`src/rtl/pin_report_message_parser_unit_defines.svh`:
```
// Assertion macros for the pin report message parser
`ifndef PIN_REPORT_MESSAGE_PARSER_UNIT_DEFINES_SVH
`define PIN_REPORT_MESSAGE_PARSER_UNIT_DEFINES_SVH

`ifndef SYNTHESIS
`define PMP_ASSERT(lbl, clk, rstn, prop, msg) \
    lbl: assert property (@(posedge clk) disable iff (!rstn) (prop)) else $error(msg);
`define PMP_ASSERT_IMP(lbl, clk, rstn, ante, cons, msg) \
    lbl: assert property (@(posedge clk) disable iff (!rstn) (ante) |-> (cons)) else $error(msg);
`else
`define PMP_ASSERT(lbl, clk, rstn, prop, msg)
`define PMP_ASSERT_IMP(lbl, clk, rstn, ante, cons, msg)
`endif

`endif

```
`src/rtl/pmp_pkg.sv`:
```
`default_nettype none

package pmp_pkg;

    localparam int FRAME_DEPTH = 256;
    localparam int PIN_COUNT   = 128;
    localparam int FA_W        = $clog2(FRAME_DEPTH);
    localparam int CNT_W       = $clog2(FRAME_DEPTH + 2);
    localparam int PA_W        = $clog2(PIN_COUNT);
    localparam int SH_N        = 7;

    localparam logic [7:0] B_SYSEX_BEGIN  = 8'hF0;
    localparam logic [7:0] B_SYSEX_END    = 8'hF7;
    localparam logic [7:0] B_REPORT_VER   = 8'hF9;
    localparam logic [7:0] SUB_ANALOG_MAP = 8'h6A;
    localparam logic [7:0] SUB_PIN_STATE  = 8'h6E;
    localparam logic [3:0] HI_ANALOG      = 4'hE;
    localparam logic [3:0] HI_DIGITAL     = 4'h9;
    localparam logic [3:0] HI_PROG        = 4'hC;
    localparam logic [3:0] HI_CHPRES      = 4'hD;
    localparam logic [6:0] MODE_IN        = 7'd0;
    localparam logic [6:0] CH_NONE        = 7'd127;
    localparam logic       EV_CHANGED     = 1'b0;
    localparam logic       EV_FOUND       = 1'b1;

    typedef struct packed {
        logic        kind;
        logic [6:0]  pin;
        logic [20:0] value;
        logic [6:0]  mode;
    } pin_ev_t;

    typedef struct packed {
        logic [PA_W-1:0] rd_addr;
        logic            mv_we;
        logic            ch_we;
        logic [PA_W-1:0] wr_addr;
        logic [6:0]      mode;
        logic [20:0]     value;
        logic [6:0]      channel;
    } pin_req_t;

    typedef struct packed {
        logic [6:0]  mode;
        logic [20:0] value;
        logic [6:0]  channel;
    } pin_rsp_t;

endpackage

`default_nettype wire

```
`src/rtl/pmp_frame_buf.sv`:
```
`default_nettype none

module pmp_frame_buf (
    input  wire logic                  clk,
    input  wire logic                  wr_en,
    input  wire logic [pmp_pkg::FA_W-1:0] wr_addr,
    input  wire logic [7:0]            wr_data,
    input  wire logic [pmp_pkg::FA_W-1:0] rd_addr,
    output logic      [7:0]            rd_data
);
    import pmp_pkg::*;

    logic [7:0] mem [FRAME_DEPTH];
    logic [7:0] rd_data_reg;

    always_ff @(posedge clk)
    begin
        if (wr_en)
        begin
            mem[wr_addr] <= wr_data;
        end
        rd_data_reg <= mem[rd_addr];
    end

    assign rd_data = rd_data_reg;

endmodule

`default_nettype wire

```
`config.mk`:
```
export PLATFORM = sky130hd
export DESIGN_NAME = pmp_frame_buf
export DESIGN_NICKNAME = d
export VERILOG_FILES = /design/src/rtl/pin_report_message_parser_unit_defines.svh /design/src/rtl/pmp_pkg.sv /design/src/rtl/pmp_frame_buf.sv
export SDC_FILE = /design/constraint.sdc
export NUM_CORES = 2
export LEC_CHECK = 0
export BUFFER_PORTS_ARGS = -buffer_cell sky130_fd_sc_hd__buf_2
export CAP_MARGIN = 0
export CORE_ASPECT_RATIO = 1.2
export CORE_MARGIN = 8
export CORE_UTILIZATION = 35
export CTS_BUF_LIST = sky130_fd_sc_hd__clkbuf_8
export DETAILED_ROUTE_END_ITERATION = 6
export GPL_ROUTABILITY_DRIVEN = 0
export SYNTH_ARGS = -nofsm -noshare
export SYNTH_HDL_FRONTEND = slang
export SYNTH_SLANG_ARGS = --single-unit
export TNS_END_PERCENT = 10
```
`constraint.sdc`:
```
create_clock -name clk -period 2.94 [get_ports clk]
set_input_delay 0.294 -clock clk [delete_from_list [all_inputs] [get_ports clk]]
set_output_delay 0.294 -clock clk [all_outputs]
set_load 0.1 [all_outputs]
```
==> metrics.yaml <==
clocking:
  cts_setup_buffers: 0
  clk_pin_slew_worst_paths_ns: 0.07
  htreeDepth: 5
  insertion_delay_ns: 1.04
  numCtsBuffers: 329
  cts.sinks: 2056
  cts_tree: "built"
  clk_path_buf_depth: 4
  root_buffer: "clkbuf_8"
placed_design:
  dpl.hpwl_um: 133000
  port_buffers: 33
  dp.cells: 7066
critical_path:
  path_max_fanout: 1
  r2r_cells: 6
  crit_type: "register to register"
  reg2reg_from: "mem[83][0]$_DFFE_PP_"
  cp.required_ns: 3.82
  critPathCaptureType: "register"
  worstPathArrival_ns: 3.76
  startpoint_type: "register"
  crit-reg2reg-capture: "rd_data[0]$_DFF_P_"
  cp-startpoint: "mem[83][0]$_DFFE_PP_"
  r2r_slack_ns: 0.06
synthesis:
  syn_area_sq_mm: 0.0796
  ys_top_cells_by_area: "edfxtp_1 (77%), mux4_2 (13%), mux2i_1 (1.7%)"
  ys.flop_type: "edfxtp_1"
  synth_seq_cells: 2056
  synth_edf_count: 2048
  synthCells: 3733
  ys_top_cells_by_count: "edfxtp_1 (2048), mux4_2 (454), nor2_1 (282)"
  avgSynthCellArea_sq_um: 21.3
  ys_async_sr_fraction: 0
  synth_most_common_cell: "edfxtp_1"
  syn-num-nets: 3759
  yosysUniqueCellTypes: 55
  seq_area_frac_synth: 0.775
  synth_top_area_cell: "edfxtp_1"
  yosysWarningCount: 0
  synth_top_area_frac: 0.773
power:
  ir_worst_vdd_uv: 492
  p_total_mw: 58.0
  leakage_nw: 29.9
  p_per_area_mw_per_mm2: 623
timing:
  fin_setup_tns_ns: 0
  rsz0062_at_grt: "false"
  setup_viol: 0
  worst-slew-pin-transition_ns: 1.01
  period_share: 0.980
  relSlewSlack: 0.318
  final-max-slew-violation-count: 0
  finalHoldViolations: 0
  max_freq_ghz: 0.347
  period_needed_ns: 2.88
  skew_ns: 0.0540
global_routing:
  gr-total-overflow: 0
  grt-busiest-layer: "met2"
  grt_max_degree: 105
  grt_use_met2: 0.287
  grt_pass1_vias: 42470
  met3_usage: 0.0308
  use_met1: 0.210
  grt_pass1_wl_um: 300000
  grt_antenna_before_repair: 9
  grt_usage: 0.167
routing:
  wl_per_cell_um: 27.2
  drt-total-wl_um: 208000
  vias_per_cell: 5.33
  drc: 0
  vias: 40707
  drtPass1Iterations: 5
  ant_nets: 0
  drt_iter0_markers: 3979
layout:
  nNetsFinal: 4450
  finalNonFillerCells: 7640
  largest_register_ffs: 2048
  drive_above_1_share: 0.309
  area_delta_synth_final_pct: 16.9
run:
  maxCapViolations: 0
floorplan:
  ios: 34
  start_util: 0.352
  die_h_um: 538
  rows: 191
  core-area_sq_mm: 0.226
  die_area_sq_mm: 0.243
  die_w_um: 451
min_path:
  holdCritStartpoint: "wr_en"
  min_to: "mem[90][2]$_DFFE_PP_"
  hold_depth: 4
  hold_class: "input pin to register"
run_status:
  status: "completed"
[logic make-up after synthesis]
family / synth area share
flops: 0.775
mux: 0.146
simple gates: 0.0263
compound gates: 0.0342
buf+inv: 0.0183
[layout by cell type, fill, tap and decap left out, types with 10 or more instances in the layout]
master	netlist	final
nand4_1	10	10
a221oi_1	13	13
nor2b_1	31	28
o22ai_1	28	28
clkbuf_8	0	337
mux2i_1	134	134
edfxtp_1	2048	2048
clkinv_1	1	73
inv_1	1	99
nand3_1	34	34
o21ai_0	10	10
o221ai_1	46	46
bufinv_16	0	10
a211oi_1	16	16
buf_2	31	21
nor4_1	24	21
a22oi_1	133	133
buf_12	8	62
a21oi_1	96	96
nor3_1	22	22
buf_4	27	482
clkinv_2	0	26
nand2_1	33	33
mux4_2	454	454
nor2_1	282	279
o211ai_1	10	10
dlygate4sd3_1	0	18
[worst max path at each step]
| stage | endpoint | slack [ns] | depth (start not counted) |
|---|---|---|---|
| after floorplan | rd_data[2]$_DFF_P_ | 0.71 | 9 |
| after global placement | rd_data[6]$_DFF_P_ | -0.96 | 9 |
| after detailed placement | rd_data[6]$_DFF_P_ | -0.90 | 9 |
| after CTS | rd_data[0]$_DFF_P_ | 0.08 | 6 |
| after global routing | rd_data[0]$_DFF_P_ | 0.06 | 6 |
| final | rd_data[0]$_DFF_P_ | 0.06 | 6 |
[layer usage]
layer,routed length (um),vias to the layer above
met2,106000,1645
met4,8140,2
li1,-,17092
met1,80700,21627
met3,13500,341
met5,20,-
[timing repair]
item / CTS / global route
hold endpoints to repair: 1216 / 0
endpoints found under the setup margin: 2 / 0
gates resized for setup: 2 / 0
hold buffers: 18 / 0
[worst max-delay path, stage by stage (launching register included)]
cell and delay [ns]:
edfxtp_1 0.37, mux4_2 0.51, mux4_2 0.52, nor2b_1 0.16, nor4_1 0.87, buf_4 0.24, nor4_2 0.04
[layout make-up]
| class | count | area (sq um) |
|---|---|---|
| antenna | 5 | 12.5 |
| clock buffer | 335 | 4610 |
| clock inverter | 216 | 1150 |
| fill | 19782 | 133000 |
| inverter | 2 | 7.51 |
| multi-input combinational | 1442 | 16500 |
| sequential | 2056 | 61700 |
| tap | 2991 | 3740 |
| timing repair buffer | 593 | 5290 |
[metrics by stage]
stage	worst slack (ns)	util	area [sq um]	hold WS, ns
2_1_floorplan	0.708	-	79600	0.393
3_3_place_gp	-0.958	0.385	87000	0.681
3_5_place_dp	-0.905	0.385	87000	0.685
4_1_cts	0.0826	0.412	93000	0.0228
5_1_grt	0.0635	0.412	93000	0.0846
6_report	0.0574	0.412	93000	0.134
[where the power goes]
group,internal [mW],switching [mW]
Clock,11.4,10.8
Sequential,32.3,0.0923
Combinational,1.25,2.15
Total,45.0,13.0
(Power assumes the default switching activity.)
