===== src/rtl/pin_report_message_parser_unit_defines.svh =====
// Assertion macros for the pin report message parser
`ifndef PIN_REPORT_MESSAGE_PARSER_UNIT_DEFINES_SVH
`define PIN_REPORT_MESSAGE_PARSER_UNIT_DEFINES_SVH

`ifndef SYNTHESIS
`define PMP_ASSERT(lbl, clk, rstn, prop, msg) \
    lbl: assert property (@(posedge clk) disable iff (!rstn) (prop)) else $error(msg);
`define PMP_ASSERT_IMP(lbl, clk, rstn, ante, cons, msg) \
    lbl: assert property (@(posedge clk) disable iff (!rstn) (ante) |-> (cons)) else $error(msg);
`else
`define PMP_ASSERT(lbl, clk, rstn, prop, msg)
`define PMP_ASSERT_IMP(lbl, clk, rstn, ante, cons, msg)
`endif

`endif


===== src/rtl/pmp_pkg.sv =====
`default_nettype none

package pmp_pkg;

    localparam int FRAME_DEPTH = 256;
    localparam int PIN_COUNT   = 128;
    localparam int FA_W        = $clog2(FRAME_DEPTH);
    localparam int CNT_W       = $clog2(FRAME_DEPTH + 2);
    localparam int PA_W        = $clog2(PIN_COUNT);
    localparam int SH_N        = 7;

    localparam logic [7:0] B_SYSEX_BEGIN  = 8'hF0;
    localparam logic [7:0] B_SYSEX_END    = 8'hF7;
    localparam logic [7:0] B_REPORT_VER   = 8'hF9;
    localparam logic [7:0] SUB_ANALOG_MAP = 8'h6A;
    localparam logic [7:0] SUB_PIN_STATE  = 8'h6E;
    localparam logic [3:0] HI_ANALOG      = 4'hE;
    localparam logic [3:0] HI_DIGITAL     = 4'h9;
    localparam logic [3:0] HI_PROG        = 4'hC;
    localparam logic [3:0] HI_CHPRES      = 4'hD;
    localparam logic [6:0] MODE_IN        = 7'd0;
    localparam logic [6:0] CH_NONE        = 7'd127;
    localparam logic       EV_CHANGED     = 1'b0;
    localparam logic       EV_FOUND       = 1'b1;

    typedef struct packed {
        logic        kind;
        logic [6:0]  pin;
        logic [20:0] value;
        logic [6:0]  mode;
    } pin_ev_t;

    typedef struct packed {
        logic [PA_W-1:0] rd_addr;
        logic            mv_we;
        logic            ch_we;
        logic [PA_W-1:0] wr_addr;
        logic [6:0]      mode;
        logic [20:0]     value;
        logic [6:0]      channel;
    } pin_req_t;

    typedef struct packed {
        logic [6:0]  mode;
        logic [20:0] value;
        logic [6:0]  channel;
    } pin_rsp_t;

endpackage

`default_nettype wire


===== src/rtl/pmp_pin_tbl.sv =====
`default_nettype none

module pmp_pin_tbl (
    input  wire logic              clk,
    input  wire logic              rst_n,
    input  wire pmp_pkg::pin_req_t req,
    output pmp_pkg::pin_rsp_t      rsp
);
    import pmp_pkg::*;

    logic [27:0]          mv_mem [PIN_COUNT];
    logic [6:0]           ch_mem [PIN_COUNT];
    logic [PIN_COUNT-1:0] mv_vld_reg;
    logic [PIN_COUNT-1:0] ch_vld_reg;
    pin_rsp_t             rsp_reg;

    always_ff @(posedge clk or negedge rst_n)
    begin
        if (!rst_n)
        begin
            mv_vld_reg <= '0;
            ch_vld_reg <= '0;
        end
        else
        begin
            if (req.mv_we)
            begin
                mv_vld_reg[req.wr_addr] <= 1'b1;
            end
            if (req.ch_we)
            begin
                ch_vld_reg[req.wr_addr] <= 1'b1;
            end
        end
    end

    always_ff @(posedge clk)
    begin
        if (req.mv_we)
        begin
            mv_mem[req.wr_addr] <= {req.mode, req.value};
        end
        if (req.ch_we)
        begin
            ch_mem[req.wr_addr] <= req.channel;
        end
        rsp_reg.mode    <= mv_vld_reg[req.rd_addr] ? mv_mem[req.rd_addr][27:21] : MODE_IN;
        rsp_reg.value   <= mv_vld_reg[req.rd_addr] ? mv_mem[req.rd_addr][20:0] : 21'd0;
        rsp_reg.channel <= ch_vld_reg[req.rd_addr] ? ch_mem[req.rd_addr] : CH_NONE;
    end

    assign rsp = rsp_reg;

endmodule

`default_nettype wire


===== config.mk =====
export PLATFORM = sky130hd
export DESIGN_NAME = pmp_pin_tbl
export DESIGN_NICKNAME = d
export VERILOG_FILES = /design/src/rtl/pin_report_message_parser_unit_defines.svh /design/src/rtl/pmp_pkg.sv /design/src/rtl/pmp_pin_tbl.sv
export SDC_FILE = /design/constraint.sdc
export NUM_CORES = 2
export LEC_CHECK = 0
export BUFFER_PORTS_ARGS = -buffer_cell sky130_fd_sc_hd__buf_2
export CORE_ASPECT_RATIO = 0.6
export CORE_MARGIN = 1
export CORE_UTILIZATION = 57
export DETAILED_ROUTE_END_ITERATION = 16
export PLACE_DENSITY = 0.76
export SYNTH_ARGS = -nofsm -noshare
export SYNTH_HDL_FRONTEND = slang
export SYNTH_MEMORY_MAX_BITS = 65536
export SYNTH_SLANG_ARGS = --single-unit

===== constraint.sdc =====
create_clock -name clk -period 2.1 [get_ports clk]
set_clock_uncertainty 0.15 [all_clocks]
set_input_delay 0.42 -clock clk [delete_from_list [all_inputs] [get_ports clk]]
set_output_delay 0.42 -clock clk [all_outputs]
set_load 0.01 [all_outputs]

==> run_results.csv <==
group,metric,value,unit
power,p_leak,0.0726,uW
layout,final_nets,9921,
detailed_routing,drc,0,
layout,multi_input_area,40200,um2
setup_path,path_cells,"mux4_2, a22o_1, a221oi_4, o22ai_4, buf_12, nor4_4, buf_4, nor3_2",
yosys,synth-edff-count,4480,
setup_path,required,2.81,ns
yosys,ys_types,51,
grt,use_met1,0.478,
flow_run,max_cap_violations,0,
setup_path,cp-start-kind,"flip-flop",
sta,worst_pin_slew,0.876,ns
status,violations,"setup timing",
detailed_routing,vias_per_cell,6.97,
grt,grt_pass1_vias,100000,
sta,setup_ws,-0.494,ns
worst_hold_path,holdCritPathClass,"primary input to flip-flop",
detailed_routing,routed-via-count,101000,
sta,hold_viol_final,0,
grt,gr-total-overflow,0,
layout,fill_cells,18200,
yosys,synth-main-ff-cell,"edfxtp_1",
cts,root_buffer,"clkbuf_16",
status,status,"finished with violations",
sta,setup_viol,44,
cts,cts_buffers,409,
placement,io_buffers,87,
layout,reg_top3,"mv_mem x3584, ch_mem x896",
yosys,synth_top_area_frac,0.739,
grt,grtUsageTotal,0.334,
die,die_h,440,um
setup_path,crit_fanout,1,
layout,fin_util,0.686,
setup_path,path_class,"flip-flop to flip-flop",
sta,timing.fmax,385,MHz
setup_path,crit_slowest_cell,"mux4_2",
cts,path_clk_slew,0.07,ns
die,die-area,322000,um2
cts,cts.path.max_buffers,4,
yosys,ys_seq_elements,4771,
grt,top_usage_layer,"met1",
die,ios,88,
placement,hpwl,338000,um
layout,seq_area,142000,um2
yosys,seq_area_frac_synth,0.778,
sta,slew_headroom,0.414,
grt,use_met3,0.154,
yosys,synth_common_cells,"edfxtp_1 (4480), mux4_2 (1028), mux2i_1 (356)",
cts,htree_levels,5,
yosys,yosysTopAreaCell,"edfxtp_1",
yosys,syn_area,182000,um2
sta,setup_tns,-11.91,ns
yosys,synthTopCellsByArea,"edfxtp_1 (74%), mux4_2 (13%), dfrtp_1 (3.5%), mux2i_1 (2.0%), a22oi_1 (1.3%)",
power,ir_worst_vdd,795,uV
grt,gr-usage-met2,0.456,
layout,largest_reg_flops,3584,
yosys,synth_area_per_cell,21.7,um2
yosys,ys_warn_count,0,
setup_path,cp-end-kind,"flip-flop",
yosys,synth_most_common_cell,"edfxtp_1",
yosys,syn_nets,8452,
grt,grt_antenna_before_repair,33,
sta,fin_crit_sh,1.24,
setup_path,worstPathArrival,3.30,ns
cts,cts_tree,"built",
die,fp.dieW,732,um
sta,maxSlewViolCount,0,
layout,synthToLayoutAreaGrowth,19.5,%
detailed_routing,drt-pass1-iter-count,8,
cts,clk_latency,0.98,ns
die,core,317000,um2
grt,grt_first_pass_wirelength,755000,um
grt,grt_max_degree,103,
placement,place_ws,-2.19,ns
die,start_util,0.574,
yosys,async_flop_share,0.0537,
placement,gp_congestion,0.930,
sta,finalCriticalPeriod,2.59,ns
detailed_routing,drt_wl_total,543000,um
detailed_routing,drtIter0Drc,17500,
power,power.density,904,nW/um2
yosys,syn_inst,8399,
die,rows,160,
detailed_routing,ant_nets,0,
setup_path,critical_path.max_stage_delay,0.51,ns
detailed_routing,wl_per_cell,37.7,um
layout,layout-drive-gt1-share,0.370,
cts,cts_num_sinks,4771,
layout,max_flop_register,"mv_mem",
sta,rsz0062_at_grt,"yes",
stage by stage:
stage | hold slack (ns) | cell area [um2] | power [uW] | instances
3_3_place_gp | 0.122 | 202000 | 120000 | 13600
5_1_grt | 0.0739 | 218000 | 201000 | 14400
3_5_place_dp | 0.125 | 202000 | 120000 | 13600
6_report | 0.0872 | 218000 | 197000 | 14400
2_1_floorplan | -0.0256 | 184000 | 113000 | 8399
4_1_cts | 0.0208 | 217000 | 196000 | 14400
critical path, delay by kind of cell, from the launching register on:
| family | cells | cell delay, ns |
|---|---|---|
| AOI/OAI and AO/OA | 3 | 0.83 |
| buffers and inverters | 2 | 0.40 |
| DFF | 1 | 0.41 |
| muxes | 1 | 0.51 |
| and+or+nand+nor | 2 | 0.21 |
kinds of logic (layout without fill, tap and decap cells):
family,count (synthesis),after routing,synth area share
compound gates,848,848,0.0348
buf+inv,497,2300,0.0151
flops,4771,4771,0.778
mux,1393,1393,0.148
other cells,0,10,0
simple gates,890,890,0.0244
cells in the final DEF (no fill, tap or decap), drive strengths merged, types with 12 or more instances in the layout:
master	count
nand2	64
o22ai	22
dfrtp	256
dlygate4sd3	39
edfxtp	4480
o21ai	114
a22o	43
nor3	34
bufinv	38
mux2i	356
nand4	18
dfxtp	35
clkinvlp	24
clkinv	138
nor4	16
a21oi	52
a221oi	210
a31oi	12
a41oi	34
nor2b	23
a22oi	323
mux4	1035
nand3	168
o21bai	13
inv	16
buf	1506
clkbuf	536
nor2	287
or2	258
where the power goes:
part	total (uW)	switching [uW]	internal, uW
Combinational	14300	8480	5810
Clock	76800	34600	42200
Sequential	106000	631	105000
Total	197000	43700	153000
path summary, 6_finish.rpt:
check                                  end           from  cells past startpoint  slack (ns)
setup / recovery                   rsp[12]  mv_mem[89][5]                      8       -0.49
hold / removal                      rsp[0]        req[49]                      5        0.09
setup reg to reg                   rsp[12]  mv_mem[89][5]                      8       -0.49
hold reg to reg              ch_vld_reg[6]  ch_vld_reg[6]                      1        0.31
max in group asynchronous  ch_vld_reg[111]          rst_n                      5        0.20
min in group asynchronous   ch_vld_reg[75]          rst_n                      3        0.33
final cells by class:
type	instances	area share
Multi-Input combinational cell	3131	0.185
Clock buffer	531	0.0512
Inverter	2	0.0000575
Antenna cell	10	0.000115
Tap cell	4212	0.0242
Clock inverter	214	0.00981
Timing Repair Buffer	1553	0.0784
Sequential cell	4771	0.651
layer usage:
layer,vias up,wire length (um)
li1,38400,-
met1,51800,191000
met2,9119,228000
met5,-,90
met4,12,21600
met3,1209,103000
repair_timing:
item	in CTS	in global routing
hold buffers	39	1
cloned	5	5
pin swaps	35	33
endpoints found under the setup margin	65	96
setup buffers	6	24
resized for setup	257	109
hold endpoints to repair	2677	6
Power figures use the tool's default switching activity.
